<file path="src/sv/slfr_pkg.sv">
package slfr_pkg;

  localparam logic [7:0] SYNC_FLAG = 8'h7E;
  localparam int STORE_DEPTH = 64;
  localparam int MAX_PAYLOAD_DEFAULT = 64;
  localparam int CAPACITY_DEFAULT =
    (MAX_PAYLOAD_DEFAULT < STORE_DEPTH) ? MAX_PAYLOAD_DEFAULT : STORE_DEPTH;
  localparam int ADDR_W_DEFAULT = (CAPACITY_DEFAULT > 1) ? $clog2(CAPACITY_DEFAULT) : 1;
  localparam int POS_W = 6;
  localparam int RUN_W = 7;

  typedef enum logic [2:0] {
    PH_SYNC1,
    PH_SYNC2,
    PH_CMD,
    PH_LEN,
    PH_DATA,
    PH_CHK1,
    PH_CHK2
  } phase_t;

  typedef enum logic [1:0] {
    RP_IDLE,
    RP_LOAD,
    RP_SHOW
  } replay_state_t;

  typedef struct packed {
    logic [7:0]       command;
    logic [7:0]       length;
    logic [RUN_W-1:0] run_count;
    logic             truncated;
  } frame_info_t;

endpackage

</file>
<file path="src/sv/sync_len_frame_receiver_unit.sv">
// The first word of a frame is valid once the replay has passed its load state after the
// edge that takes the second check byte. Throughput: one rx byte per cycle while no frame
// replays; replay alternates a load state behind the registered payload RAM read and a
// show state for each word, so rx_ready stays low until the last word is taken, output
// stalls included, and an empty frame still replays one word. Reset (rst, synchronous,
// active high) returns to sync hunt and idles the replay; the payload RAM is not cleared.
module sync_len_frame_receiver_unit #(
  parameter int MAX_PAYLOAD = slfr_pkg::MAX_PAYLOAD_DEFAULT
) (
  input  logic                        clk,
  input  logic                        rst,
  input  logic                        rx_valid,
  output logic                        rx_ready,
  input  logic [7:0]                  rx_byte,
  output logic                        out_valid,
  input  logic                        out_ready,
  output logic [7:0]                  command,
  output logic [7:0]                  frame_length,
  output logic                        has_payload,
  output logic [7:0]                  payload_byte,
  output logic [slfr_pkg::POS_W-1:0]  byte_position,
  output logic                        truncated,
  output logic                        last
);

  import slfr_pkg::*;

  // Stored capacity is the payload limit clipped to the store depth.
  localparam int CAPACITY = (MAX_PAYLOAD < STORE_DEPTH) ? MAX_PAYLOAD : STORE_DEPTH;
  localparam int ADDR_W = (CAPACITY > 1) ? $clog2(CAPACITY) : 1;

  logic              byte_take;
  logic              wr_en;
  logic [ADDR_W-1:0] wr_addr;
  logic [7:0]        wr_data;
  logic [ADDR_W-1:0] rd_addr;
  logic [7:0]        rd_data;
  logic              frame_done;
  logic              busy;
  frame_info_t       info;

  // Hold off rx words while a frame replays; frame header registers stay put meanwhile.
  assign rx_ready  = !busy;
  assign byte_take = rx_valid && rx_ready;

  // Receive side: sync hunt, header capture, payload writes into the store.
  slfr_rx #(
    .CAPACITY (CAPACITY),
    .ADDR_W   (ADDR_W)
  ) u_rx (
    .clk        (clk),
    .rst        (rst),
    .byte_take  (byte_take),
    .rx_byte    (rx_byte),
    .wr_en      (wr_en),
    .wr_addr    (wr_addr),
    .wr_data    (wr_data),
    .frame_done (frame_done),
    .info       (info)
  );

  // Payload store: one write port from receive, one registered read port for replay.
  slfr_ram #(
    .WIDTH  (8),
    .DEPTH  (CAPACITY),
    .ADDR_W (ADDR_W)
  ) u_store (
    .clk     (clk),
    .wr_en   (wr_en),
    .wr_addr (wr_addr),
    .wr_data (wr_data),
    .rd_addr (rd_addr),
    .rd_data (rd_data)
  );

  // Replay: read address sits at the next index so data is ready when a word is taken.
  slfr_replay #(
    .ADDR_W (ADDR_W)
  ) u_replay (
    .clk           (clk),
    .rst           (rst),
    .frame_done    (frame_done),
    .info          (info),
    .rd_addr       (rd_addr),
    .rd_data       (rd_data),
    .busy          (busy),
    .out_valid     (out_valid),
    .out_ready     (out_ready),
    .command       (command),
    .frame_length  (frame_length),
    .has_payload   (has_payload),
    .payload_byte  (payload_byte),
    .byte_position (byte_position),
    .truncated     (truncated),
    .last          (last)
  );

endmodule

</file>
<file path="src/sv/slfr_ram.sv">
module slfr_ram #(
  parameter int WIDTH = 8,
  parameter int DEPTH = 64,
  parameter int ADDR_W = (DEPTH > 1) ? $clog2(DEPTH) : 1
) (
  input  logic              clk,
  input  logic              wr_en,
  input  logic [ADDR_W-1:0] wr_addr,
  input  logic [WIDTH-1:0]  wr_data,
  input  logic [ADDR_W-1:0] rd_addr,
  output logic [WIDTH-1:0]  rd_data
);

  logic [WIDTH-1:0] mem [DEPTH];

  always_ff @(posedge clk) begin
    if (wr_en) begin
      mem[wr_addr] <= wr_data;
    end
    rd_data <= mem[rd_addr];
  end

endmodule

</file>
<file path="src/sv/slfr_rx.sv">
module slfr_rx #(
  parameter int CAPACITY = slfr_pkg::CAPACITY_DEFAULT,
  parameter int ADDR_W = slfr_pkg::ADDR_W_DEFAULT
) (
  input  logic                      clk,
  input  logic                      rst,
  input  logic                      byte_take,
  input  logic [7:0]                rx_byte,
  output logic                      wr_en,
  output logic [ADDR_W-1:0]         wr_addr,
  output logic [7:0]                wr_data,
  output logic                      frame_done,
  output slfr_pkg::frame_info_t     info
);

  import slfr_pkg::*;

  localparam logic [7:0] CAP8 = 8'(CAPACITY);

  phase_t     phase, phase_next;
  logic [7:0] payload_count;
  logic [7:0] declared_length;
  logic [7:0] held_command;

  // next phase
  always_comb begin
    phase_next = phase;
    unique case (phase)
      PH_SYNC1: if (rx_byte == SYNC_FLAG) phase_next = PH_SYNC2;
      PH_SYNC2: phase_next = (rx_byte == SYNC_FLAG) ? PH_CMD : PH_SYNC1;
      PH_CMD:   phase_next = PH_LEN;
      PH_LEN:   phase_next = (rx_byte == 8'd0) ? PH_CHK1 : PH_DATA;
      PH_DATA:  if (payload_count + 8'd1 >= declared_length) phase_next = PH_CHK1;
      PH_CHK1:  phase_next = PH_CHK2;
      PH_CHK2:  phase_next = PH_SYNC1;
      default:  phase_next = PH_SYNC1;
    endcase
  end

  // store port and frame summary
  always_comb begin
    wr_en      = byte_take && (phase == PH_DATA) && (payload_count < CAP8);
    wr_addr    = payload_count[ADDR_W-1:0];
    wr_data    = rx_byte;
    frame_done = byte_take && (phase == PH_CHK2);
    info.command   = held_command;
    info.length    = declared_length;
    info.truncated = declared_length > CAP8;
    info.run_count = info.truncated ? RUN_W'(CAPACITY) : declared_length[RUN_W-1:0];
  end

  always_ff @(posedge clk) begin
    if (rst) begin
      phase           <= PH_SYNC1;
      payload_count   <= '0;
      declared_length <= '0;
      held_command    <= '0;
    end else if (byte_take) begin
      phase <= phase_next;
      if (phase == PH_CMD) held_command <= rx_byte;
      if (phase == PH_LEN) begin
        declared_length <= rx_byte;
        payload_count   <= '0;
      end
      if (phase == PH_DATA) payload_count <= payload_count + 8'd1;
    end
  end

endmodule

</file>
<file path="src/sv/slfr_replay.sv">
module slfr_replay #(
  parameter int ADDR_W = slfr_pkg::ADDR_W_DEFAULT
) (
  input  logic                        clk,
  input  logic                        rst,
  input  logic                        frame_done,
  input  slfr_pkg::frame_info_t       info,
  output logic [ADDR_W-1:0]           rd_addr,
  input  logic [7:0]                  rd_data,
  output logic                        busy,
  output logic                        out_valid,
  input  logic                        out_ready,
  output logic [7:0]                  command,
  output logic [7:0]                  frame_length,
  output logic                        has_payload,
  output logic [7:0]                  payload_byte,
  output logic [slfr_pkg::POS_W-1:0]  byte_position,
  output logic                        truncated,
  output logic                        last
);

  import slfr_pkg::*;

  replay_state_t    state, state_next;
  logic [RUN_W-1:0] idx;
  logic             load;
  logic             word_taken;

  always_comb begin
    state_next = state;
    unique case (state)
      RP_IDLE: if (frame_done) state_next = RP_LOAD;
      RP_LOAD: state_next = RP_SHOW;
      RP_SHOW: if (out_ready) state_next = last ? RP_IDLE : RP_LOAD;
      default: state_next = RP_IDLE;
    endcase
  end

  always_comb begin
    busy       = (state != RP_IDLE);
    load       = (state == RP_LOAD);
    out_valid  = (state == RP_SHOW);
    word_taken = out_valid && out_ready;
    rd_addr    = idx[ADDR_W-1:0];
  end

  always_ff @(posedge clk) begin
    if (rst) begin
      state <= RP_IDLE;
      idx   <= '0;
    end else begin
      state <= state_next;
      if (load) begin
        idx <= idx + RUN_W'(1);
      end else if (word_taken && last) begin
        idx <= '0;
      end
    end
  end

  always_ff @(posedge clk) begin
    if (load) begin
      command       <= info.command;
      frame_length  <= info.length;
      truncated     <= info.truncated;
      has_payload   <= (info.run_count != '0);
      payload_byte  <= (info.run_count != '0) ? rd_data : 8'd0;
      byte_position <= idx[POS_W-1:0];
      last          <= (info.run_count == '0) || (idx + RUN_W'(1) == info.run_count);
    end
  end

endmodule

</file>
<file path="config.mk">
export PLATFORM = sky130hd
export DESIGN_NAME = sync_len_frame_receiver_unit
export DESIGN_NICKNAME = d
export VERILOG_FILES = /design/src/sv/slfr_pkg.sv /design/src/sv/sync_len_frame_receiver_unit.sv /design/src/sv/slfr_ram.sv /design/src/sv/slfr_rx.sv /design/src/sv/slfr_replay.sv
export SDC_FILE = /design/constraint.sdc
export NUM_CORES = 1
export LEC_CHECK = 0
export BUFFER_PORTS_ARGS = -buffer_cell sky130_fd_sc_hd__buf_4
export CAP_MARGIN = 10
export CORE_MARGIN = 3
export CORE_UTILIZATION = 50
export CTS_CLUSTER_SIZE = 25
export DETAILED_ROUTE_END_ITERATION = 10
export GPL_ROUTABILITY_DRIVEN = 0
export PLACE_DENSITY = 0.63
export SYNTH_ARGS = -nofsm -noshare
export SYNTH_HDL_FRONTEND = slang
export SYNTH_SLANG_ARGS = --single-unit
</file>
<file path="constraint.sdc">
create_clock -name clk -period 3.8 [get_ports clk]
set_input_delay 0 -clock clk [delete_from_list [all_inputs] [get_ports clk]]
set_output_delay 0 -clock clk [all_outputs]
set_load 0.005 [all_outputs]
</file>
* Word level (Yosys, flattened, before mapping)
Memory sizes are Yosys's and may differ from the RTL's. A register that Yosys moved wholly into a read port is not among the register bits.
Cells that the tools add are included.
** Storage, ports and cells
- Output and inout bits :: 35
- Memories kept :: 1
- Memory bits (writable) :: 512
- Flip-flop bits (word level) :: 69
- Word-level logic and storage cells :: 70
** Memory list
- u_store.mem :: depth 64, width 8, read ports 1, clocked after Yosys merged registers in 1, write ports 1, RTL line slfr_ram.sv:14 : logic [WIDTH-1:0] mem [DEPTH];
** Cells by class
- Muxes and demuxes :: 16
- Magnitude comparators :: 3
- Reductions and logical operators :: 21
- Eq/ne operators :: 14
- Add/sub/neg operators :: 2
** Operators with widths (count)
- $mux W7 :: 3
- $pmux W3 S6 :: 1
- $mux W8 :: 2
- $eq A3 B3 Y1 const B :: 3
- $add A8 B1 Y8 const B :: 1
- $eq A8 B7 Y1 const B :: 1
- $ge A8 B8 Y1 :: 1
- $gt A8 B7 Y1 const B :: 1
- $logic_not A8 Y1 :: 1
- $lt A8 B7 Y1 const B :: 1
- $reduce_and A2 Y1 :: 4
- $add A7 B1 Y7 const B :: 1
- $eq A7 B7 Y1 :: 1
- $logic_not A7 Y1 :: 1
- $reduce_bool A7 Y1 :: 1
- $eq A3 B2 Y1 const B :: 2
- $logic_and A1 B1 Y1 :: 6
- $mux W2 :: 3
- $mux W3 :: 2
- $ne A2 B1 Y1 const B :: 3
- $pmux W2 S3 :: 1
- $reduce_bool A2 Y1 :: 3
- $mux W1 :: 4
- $eq A3 B1 Y1 const B :: 1
- other kinds (8) :: 8

* Depth between registers and ports, before layout
Gate-level depths: netlist of the first run.
- Word-level depth :: 7
- Gate-level depth with buffers :: 11
- Depth with buffers taken out :: 10

* Modules after synthesis
From an unflattened synthesis of the first run, not the netlist that was laid out.
** Second synthesis, totals
- Cell total of the unflattened synthesis :: 1257
- Area, all modules :: 23490.0 um^2
** By module, submodules not included
- slfr_ram :: seq. area each 15534.9 um^2, times used 1, area each 20166.8 um^2, cells each 940
- slfr_replay :: seq. area each 1171.1 um^2, times used 1, area each 1695.4 um^2, cells each 119
- slfr_rx :: seq. area each 540.5 um^2, times used 1, area each 1617.8 um^2, cells each 196
- sync_len_frame_receiver_unit :: seq. area each 0.0 um^2, times used 1, area each 10.0 um^2, cells each 2

* Worst setup path after synthesis of the first run
OpenSTA, ideal clock, no wires.
- Kind :: reg2reg
- Start :: reg u_replay.state[1]
- End :: mem u_store.mem[63][0], enable pin
- Cell stages (with the launch flop) :: 5
- Data required time :: 3.402 ns
- Path buffers :: 1
- Clock period less this slack :: 2.461 ns
- Path slack :: 1.339 ns
- Arrival :: 2.063 ns
- Cells stage by stage :: dfxtp_1 -> nor3b_2 -> nand3_1 -> clkbuf_1 -> nor4b_1
** On the way
- Word-level cells in the longest chain between the ends :: 7
** Ends and longest elaborated chain
- start, declared :: RTL line slfr_replay.sv:24 : replay_state_t state, state_next;
- start signal, assigned :: RTL line slfr_replay.sv:52 : state <= state_next;
- $reduce_bool A2 Y1 :: RTL line slfr_replay.sv:40 : busy = (state != RP_IDLE);
- $logic_not A1 Y1 :: RTL line sync_len_frame_receiver_unit.sv:43 : assign rx_ready = !busy;
- $logic_and A1 B1 Y1 :: RTL line sync_len_frame_receiver_unit.sv:44 : assign byte_take = rx_valid && rx_ready;
- $logic_and A1 B1 Y1 (2 in series) :: RTL line slfr_rx.sv:42 : wr_en = byte_take && (phase == PH_DATA) && (payload_count < CAP8);
- $mux W1 :: RTL line slfr_ram.sv:17 : if (wr_en) begin
- $mux W1 (implied by the code) :: RTL line slfr_ram.sv:18 : mem[wr_addr] <= wr_data;
- end, declared :: RTL line slfr_ram.sv:14
Every way passes these cells.

* Worst setup path after layout of the first run
- Start :: reg u_replay.state[1]
- End :: mem u_store.mem[19][1], enable pin
Same word-level chain as after synthesis.

==> flow_summary.ini, run 1 <==
[cts]
cts_setup_buffers = 0
clkLatencyLatePin_ns = 0.61
cts_tree = built
cts_sinks = 589
htree_levels = 2
cts.clk_slew.worst_paths_ns = 0.06
clockRootBuffer = clkbuf_16
cts_buffers = 57
clock_path_buffers = 3

[routing]
via_per_inst = 6.019
wl_per_cell_um = 26.61
drt_first_pass_iters = 6
first_iter_violations = 1369
routed_wl_mm = 52.56
drc = 0
antenna_left = 0
num_vias = 11890

[critical_path]
max_stage_delay_ns = 0.73
cp_cell_sequence = nor3b_2, buf_4, nand3_1, buf_4, nor4_1, nand3_1, nor2_1
worstReg2RegStart = u_replay.state[1]
critPathTopFamily = simple AND/OR/NAND/NOR gates
crit_path_end_kind = register
reg2regPathDepth = 7
critPathMaxFanout = 13
crit_arrival_ns = 3.37
cp.required_ns = 4.02
crit_buf_inv = 2
worstSetupPathType = reg -> reg
r2r_slack_ns = 0.65
worstSetupStartpointType = register
slowest_stage = nor2_1
rr_endpoint = u_store.mem[19][1]

[timing]
setup_viol_count_final = 0
fmax_ghz = 0.3173
rsz0062_at_grt = no
min_period_ns = 3.152
min_period_over_period_pct = 82.94
fin_worst_skew_ns = 0.03113
hold_slack_ns = 0.1259
tightest_slew_ns = 1.067
final.setup.tns_ns = 0
max_slew_margin_pct = 28.66
hold_viol = 0
slew_viol_final = 0

[pwr]
p_leak_uw = 0.008221
switching_power_uw = 2444
p_int_uw = 10490
vdd_ir_drop_max_v = 0.0003452
combPwrFrac_pct = 1.1
sw_frac_of_total_pct = 18.90
pwr-share-seq_pct = 54.6
report.power.total_uw = 12930
cellPowerDensity_mw_per_mm2 = 490.2
p_clk_share_pct = 44.3

[synthesis]
ys_warn_count = 0
synth_xor_area_share_pct = 0.5300
syn_area_mm2 = 0.02313
synth_seq_area_share_pct = 74.55
ys_types = 51
synthAdderAreaFrac_pct = 0.5408
synthTopCellsByArea = edfxtp_1, mux4_2, dfxtp_1
synth_edf_count = 545
synth_top_area_share_pct = 70.74
synth_ff_type = edfxtp_1
ys_ff_latch = 589
yosysTopAreaCell = edfxtp_1
synth_mux_area_share_pct = 14.56
synth-compound-area-share_pct = 2.996
async_flop_share_pct = 0
synthSimpleGateAreaFrac_pct = 5.176
syn-num-nets = 1249
synth_cells = 1227
synth_top_family_by_area = multiplexers
syn_area_per_cell_um2 = 18.85

[floorplanning]
start_util_pct = 50.76
dieArea_mm2 = 0.04889
core_area_mm2 = 0.04558
num_rows = 78
fp.dieH_um = 221.1
die_w_um = 221.1
ios = 47

[hold_path]
min_from = rx_byte[5]
hp-class = in -> reg
hold_depth = 2
min_to = u_store.mem[61][5]

[grt]
grt_max_degree = 68
grt.total_usage_pct = 21.69
gr-total-overflow = 0
grt_pass1_vias = 11740
grt_pass1_wl_mm = 79.06
grt_antenna_before_repair = 1

[placed_design]
io_buffers = 46
placed_cells = 1862
post-dp-hpwl_mm = 32.80

[finish]
drive_above_1_share_pct = 24.87
syn2layout_area_growth_pct = 14.03
antennaDiodeCount = 0
nFillCells = 3291
final_cells = 1975
fin_nets = 1355

[run_status]
outcome = completed

[run]
maxCapViolations = 0
[power by group through the flow]
stage	clock network [uW]	logic, uW	registers, uW
after floorplan	0	9.07	7210
after global placement	0	136	7200
after detailed placement	0	139	7200
after CTS	5830	146	7060
after global routing	6090	156	7060
final	5720	142	7070
[metal layers]
metal  GRT usage (%)  vias to the layer above  part of all wire [%]
li1                -                     5127                     -
met1           33.13                     6171                    44
met4           6.710                        0                   2.6
met5               0                        -                     0
met2           32.23                      505                    46
met3           4.112                       84                   7.1
[cell type report]
class	count	area (um^2)	share of cell area, %
Clock buffer	71	1540	5.838
Multi-Input combinational cell	560	5513	20.90
Sequential cell	589	17260	65.41
Timing Repair Buffer	113	915.9	3.472
Inverter	12	45.04	0.1707
Clock inverter	30	360.3	1.366
Tap cell	600	750.7	2.846
[Yosys cell counts (3+ instances only)]
cell	number
edfxtp_1	545
a21oi_1	39
or3_1	4
nor3_1	7
mux4_2	142
and3_1	3
nand3b_1	5
a22oi_1	3
and2_1	12
nand2_1	57
or2_2	4
nand2b_1	4
clkbuf_1	32
buf_1	8
o21ai_0	20
dfxtp_1	44
o22ai_1	12
nor4_1	4
o31ai_1	5
ha_1	10
buf_6	5
inv_1	10
xor2_1	7
mux2i_1	17
nor2b_1	11
buf_2	11
buf_4	10
a211oi_1	13
nand3_1	20
nor2_1	124
a31oi_1	4
o21ai_1	3
xnor2_1	7
[through the flow]
step                utilization [%]  instance area (um^2)  setup WS (ns)
floorplan                         -                 23130          1.339
global placement              53.45                 24360         0.9222
detailed placement            53.45                 24360         0.7488
CTS                           57.88                 26380         0.7065
global route                  57.88                 26380         0.3875
finish                        57.88                 26380         0.6483
[layout by cell type (no fill, tap or decap), types with 12 or more instances in the layout]
master,n
buf_4,98
edfxtp_1,545
o21ai_0,20
dfxtp_1,40
clkbuf_16,58
dlygate4sd3_1,12
nand3_1,20
mux2i_1,17
nand2_1,57
and2_1,12
nor2_1,124
mux4_2,142
o22ai_1,12
a21oi_1,39
a211oi_1,13
[state kept, by name, summed over array words and instances, names as in the netlist, 2 cells and up]
name and count:
u_store.mem 512, u_replay.byte_position 6, u_replay.state 2, u_rx.declared_length 8
u_store.rd_data 8, u_replay.payload_byte 8, u_rx.held_command 8, u_replay.frame_length 8
u_replay.idx 7, u_rx.payload_count 8, u_replay.command 8, u_rx.phase 3
[worst max path at each step]
stage	from	end	cells past startpoint
final	u_replay.state[1]	u_store.mem[19][1]	7
after global routing	u_replay.state[1]	u_store.mem[19][0]	7
after CTS	u_replay.state[1]	u_store.mem[19][1]	7
after detailed placement	u_replay.state[1]	u_store.mem[19][3]	7
after global placement	u_replay.state[1]	u_store.mem[19][0]	7
after floorplan	u_replay.state[1]	u_store.mem[63][0]	4
[logic make-up after synthesis]
family,count (synthesis)
compound gates,113
xor+xnor,14
fa+ha+maj,10
buf+inv,78
flops,589
mux,159
simple gates,264
[repair_timing]
action	in CTS	in global routing
resized for setup	0	0
endpoints found under the hold margin	98	0
endpoints found under the setup margin	0	0
hold buffers	12	0
Note: power is estimated with default switching activity, not from simulation.
==> run 2: changes to the inputs <==
--- a/config.mk
+++ b/config.mk
@@ -5,6 +5,7 @@
 export SDC_FILE = /design/constraint.sdc
 export NUM_CORES = 1
 export LEC_CHECK = 0
+export ABC_AREA = 1
 export BUFFER_PORTS_ARGS = -buffer_cell sky130_fd_sc_hd__buf_4
 export CAP_MARGIN = 10
 export CORE_MARGIN = 3
==> constraint.sdc (replaced) <==
create_clock -name clk -period 3 [get_ports clk]
set_input_delay 0 -clock clk [delete_from_list [all_inputs] [get_ports clk]]
set_output_delay 0 -clock clk [all_outputs]
set_load 0.005 [all_outputs]
==> flow_summary.ini, run 2 <==
[critical_path]
worstSetupPathType = reg -> reg
cp_cell_sequence = inv_1, nand2_1, nor2_2, nand2_4, nor4_4, nand2_1, nor2_1
reg2regPathDepth = 7
worstSetupStartpointType = register
cpMostUsedCell = nand2_1
critPathMaxFanout = 8
worstReg2RegStart = u_rx.phase[1]
crit_arrival_ns = 3.07
slowest_stage = nor2_1
startpoint = u_rx.phase[1]
crit_path_end_kind = register
r2r_slack_ns = 0.17
rr_endpoint = u_store.mem[46][1]
max_stage_delay_ns = 0.78
cp.required_ns = 3.24

[timing]
fmax_ghz = 0.3530
min_period_over_period_pct = 94.43
min_period_ns = 2.833
slew_viol_final = 0
tightest_slew_ns = 0.9250
hold_slack_ns = 0.2815
hold_viol = 0
setup_viol_count_final = 0
final.setup.tns_ns = 0
rsz0062_at_grt = no
max_slew_margin_pct = 38.18
fin_worst_skew_ns = 0.007965

[cts]
cts_buffers = 59
cts_hold_repair.buffers = 13
clockRootBuffer = clkbuf_16
cts_resized = 0
clock_path_buffers = 3
cts_tree = built
htree_levels = 2
cts_sinks = 589
cts_setup_buffers = 0
clkLatencyLatePin_ns = 0.61
cts.clk_slew.worst_paths_ns = 0.06

[finish]
syn2layout_area_growth_pct = 12.60
final_common_cell = nand2_1
fin_nets = 2260
largest_reg_flops = 512
final_cell_mix = nand2_1, edfxtp_1, nand3_1
final_cells = 2901
regMostFlops = u_store.mem
antennaDiodeCount = 0
drive_above_1_share_pct = 9.230

[synthesis]
synth_seq_area_share_pct = 70.96
synth_most_common_cell = nand2_1
synth_cells = 2177
synthTopCellsByArea = edfxtp_1, nand2_1, nand3_1
ys_top_cells_by_count = nand2_1, edfxtp_1, nand3_1, nor2_1, buf_2
async_flop_share_pct = 0
synth_ff_type = edfxtp_1
ys_warn_count = 0
synth_top_area_share_pct = 67.34
yosysTopAreaCell = edfxtp_1
syn_area_mm2 = 0.02430
synth_edf_count = 545
syn-num-nets = 2199
ys_ff_latch = 589
ys_types = 34
syn_area_per_cell_um2 = 11.16

[routing]
drt_first_pass_iters = 5
routed_wl_mm = 61.83
first_iter_violations = 1829
via_per_inst = 5.647
num_vias = 16380
antenna_left = 0
drc = 0
wl_per_cell_um = 21.31

[grt]
grt.total_usage_pct = 24.45
grt_antenna_before_repair = 0
busiest_layer = met2
grt_util_met1_pct = 35.08
grt_pass1_vias = 15890
met3_usage_pct = 3.651
grt_pass1_wl_mm = 94.40
gr-usage-met2_pct = 39.00
gr-total-overflow = 0
grt_max_degree = 137

[floorplanning]
dieArea_mm2 = 0.05129
ios = 47
core_area_mm2 = 0.04785
num_rows = 80
start_util_pct = 50.79
fp.dieH_um = 226.5
die_w_um = 226.5

[pwr]
report.power.total_uw = 17760
vdd_ir_drop_max_v = 0.0005317
p_leak_uw = 0.009966
cellPowerDensity_mw_per_mm2 = 649.1

[hold_path]
hp-class = in -> reg
min_to = u_replay.idx[2]
hold_depth = 3
min_from = rst

[placed_design]
post-dp-hpwl_mm = 37.89
placed_cells = 2779
io_buffers = 46

[run]
maxCapViolations = 0

[run_status]
outcome = completed
[run 2: area by class of cell]
class	instances	area, um^2
fillers	3986	20480
clock buffers	76	1603
clock inverters	33	255.2
inverters	65	254.0
well taps	615	769.5
multi-input cells	1405	6211
flip-flops and latches	589	17260
repair buffers	118	1018
[run 2: worst max path at each step]
stage | slack (ns) | to
finish | 0.17 | u_store.mem[46][1]
CTS | 0.20 | u_store.mem[46][1]
global route | 0.05 | u_store.mem[46][3]
floorplan | 0.30 | u_replay.idx[5]
global placement | 0.24 | u_store.mem[14][2]
detailed placement | 0.21 | u_store.mem[46][5]
[run 2: metrics by stage]
step | setup slack, ns | utilization [%] | cell area [um^2]
3_5_place_dp | 0.2098 | 53.04 | 25380
2_1_floorplan | 0.3008 | - | 24300
5_1_grt | 0.05455 | 57.20 | 27370
4_1_cts | 0.1954 | 57.20 | 27370
3_3_place_gp | 0.2442 | 53.04 | 25380
6_report | 0.1671 | 57.20 | 27370
[run 2: where the power goes]
group	leakage [uW]	internal, uW	switching [uW]
clock network	0.000907	4080	3010
registers	0.00526	9110	90.1
logic	0.00380	423	1050
[run 2: cells by family (layout without fill, tap and decap cells)]
group                    count (synthesis)  after routing  synth area share, %
AND/OR/NAND/NOR                       1326           1326                23.37
XOR/XNOR                                 7              7               0.2832
AO/OA/AOI/OAI                           62             62                1.359
flip-flops                             589            589                70.96
adder cells (fa/ha/maj)                 10             10               0.5148
buffers and inverters                  183            292                3.511
[run 2: worst max-delay path, delay by kind of cell, from the launching register on]
family                 cells  cell delay (ns)
buffers and inverters      1             0.09
DFF                        1             0.36
and+or+nand+nor            6             2.00
[run 2: routing by layer]
layer | up-vias | wire length, um
met2 | 664 | 29340
li1 | 7649 | -
met1 | 7959 | 26210
met4 | 0 | 1596
met3 | 110 | 4685
met5 | - | 0
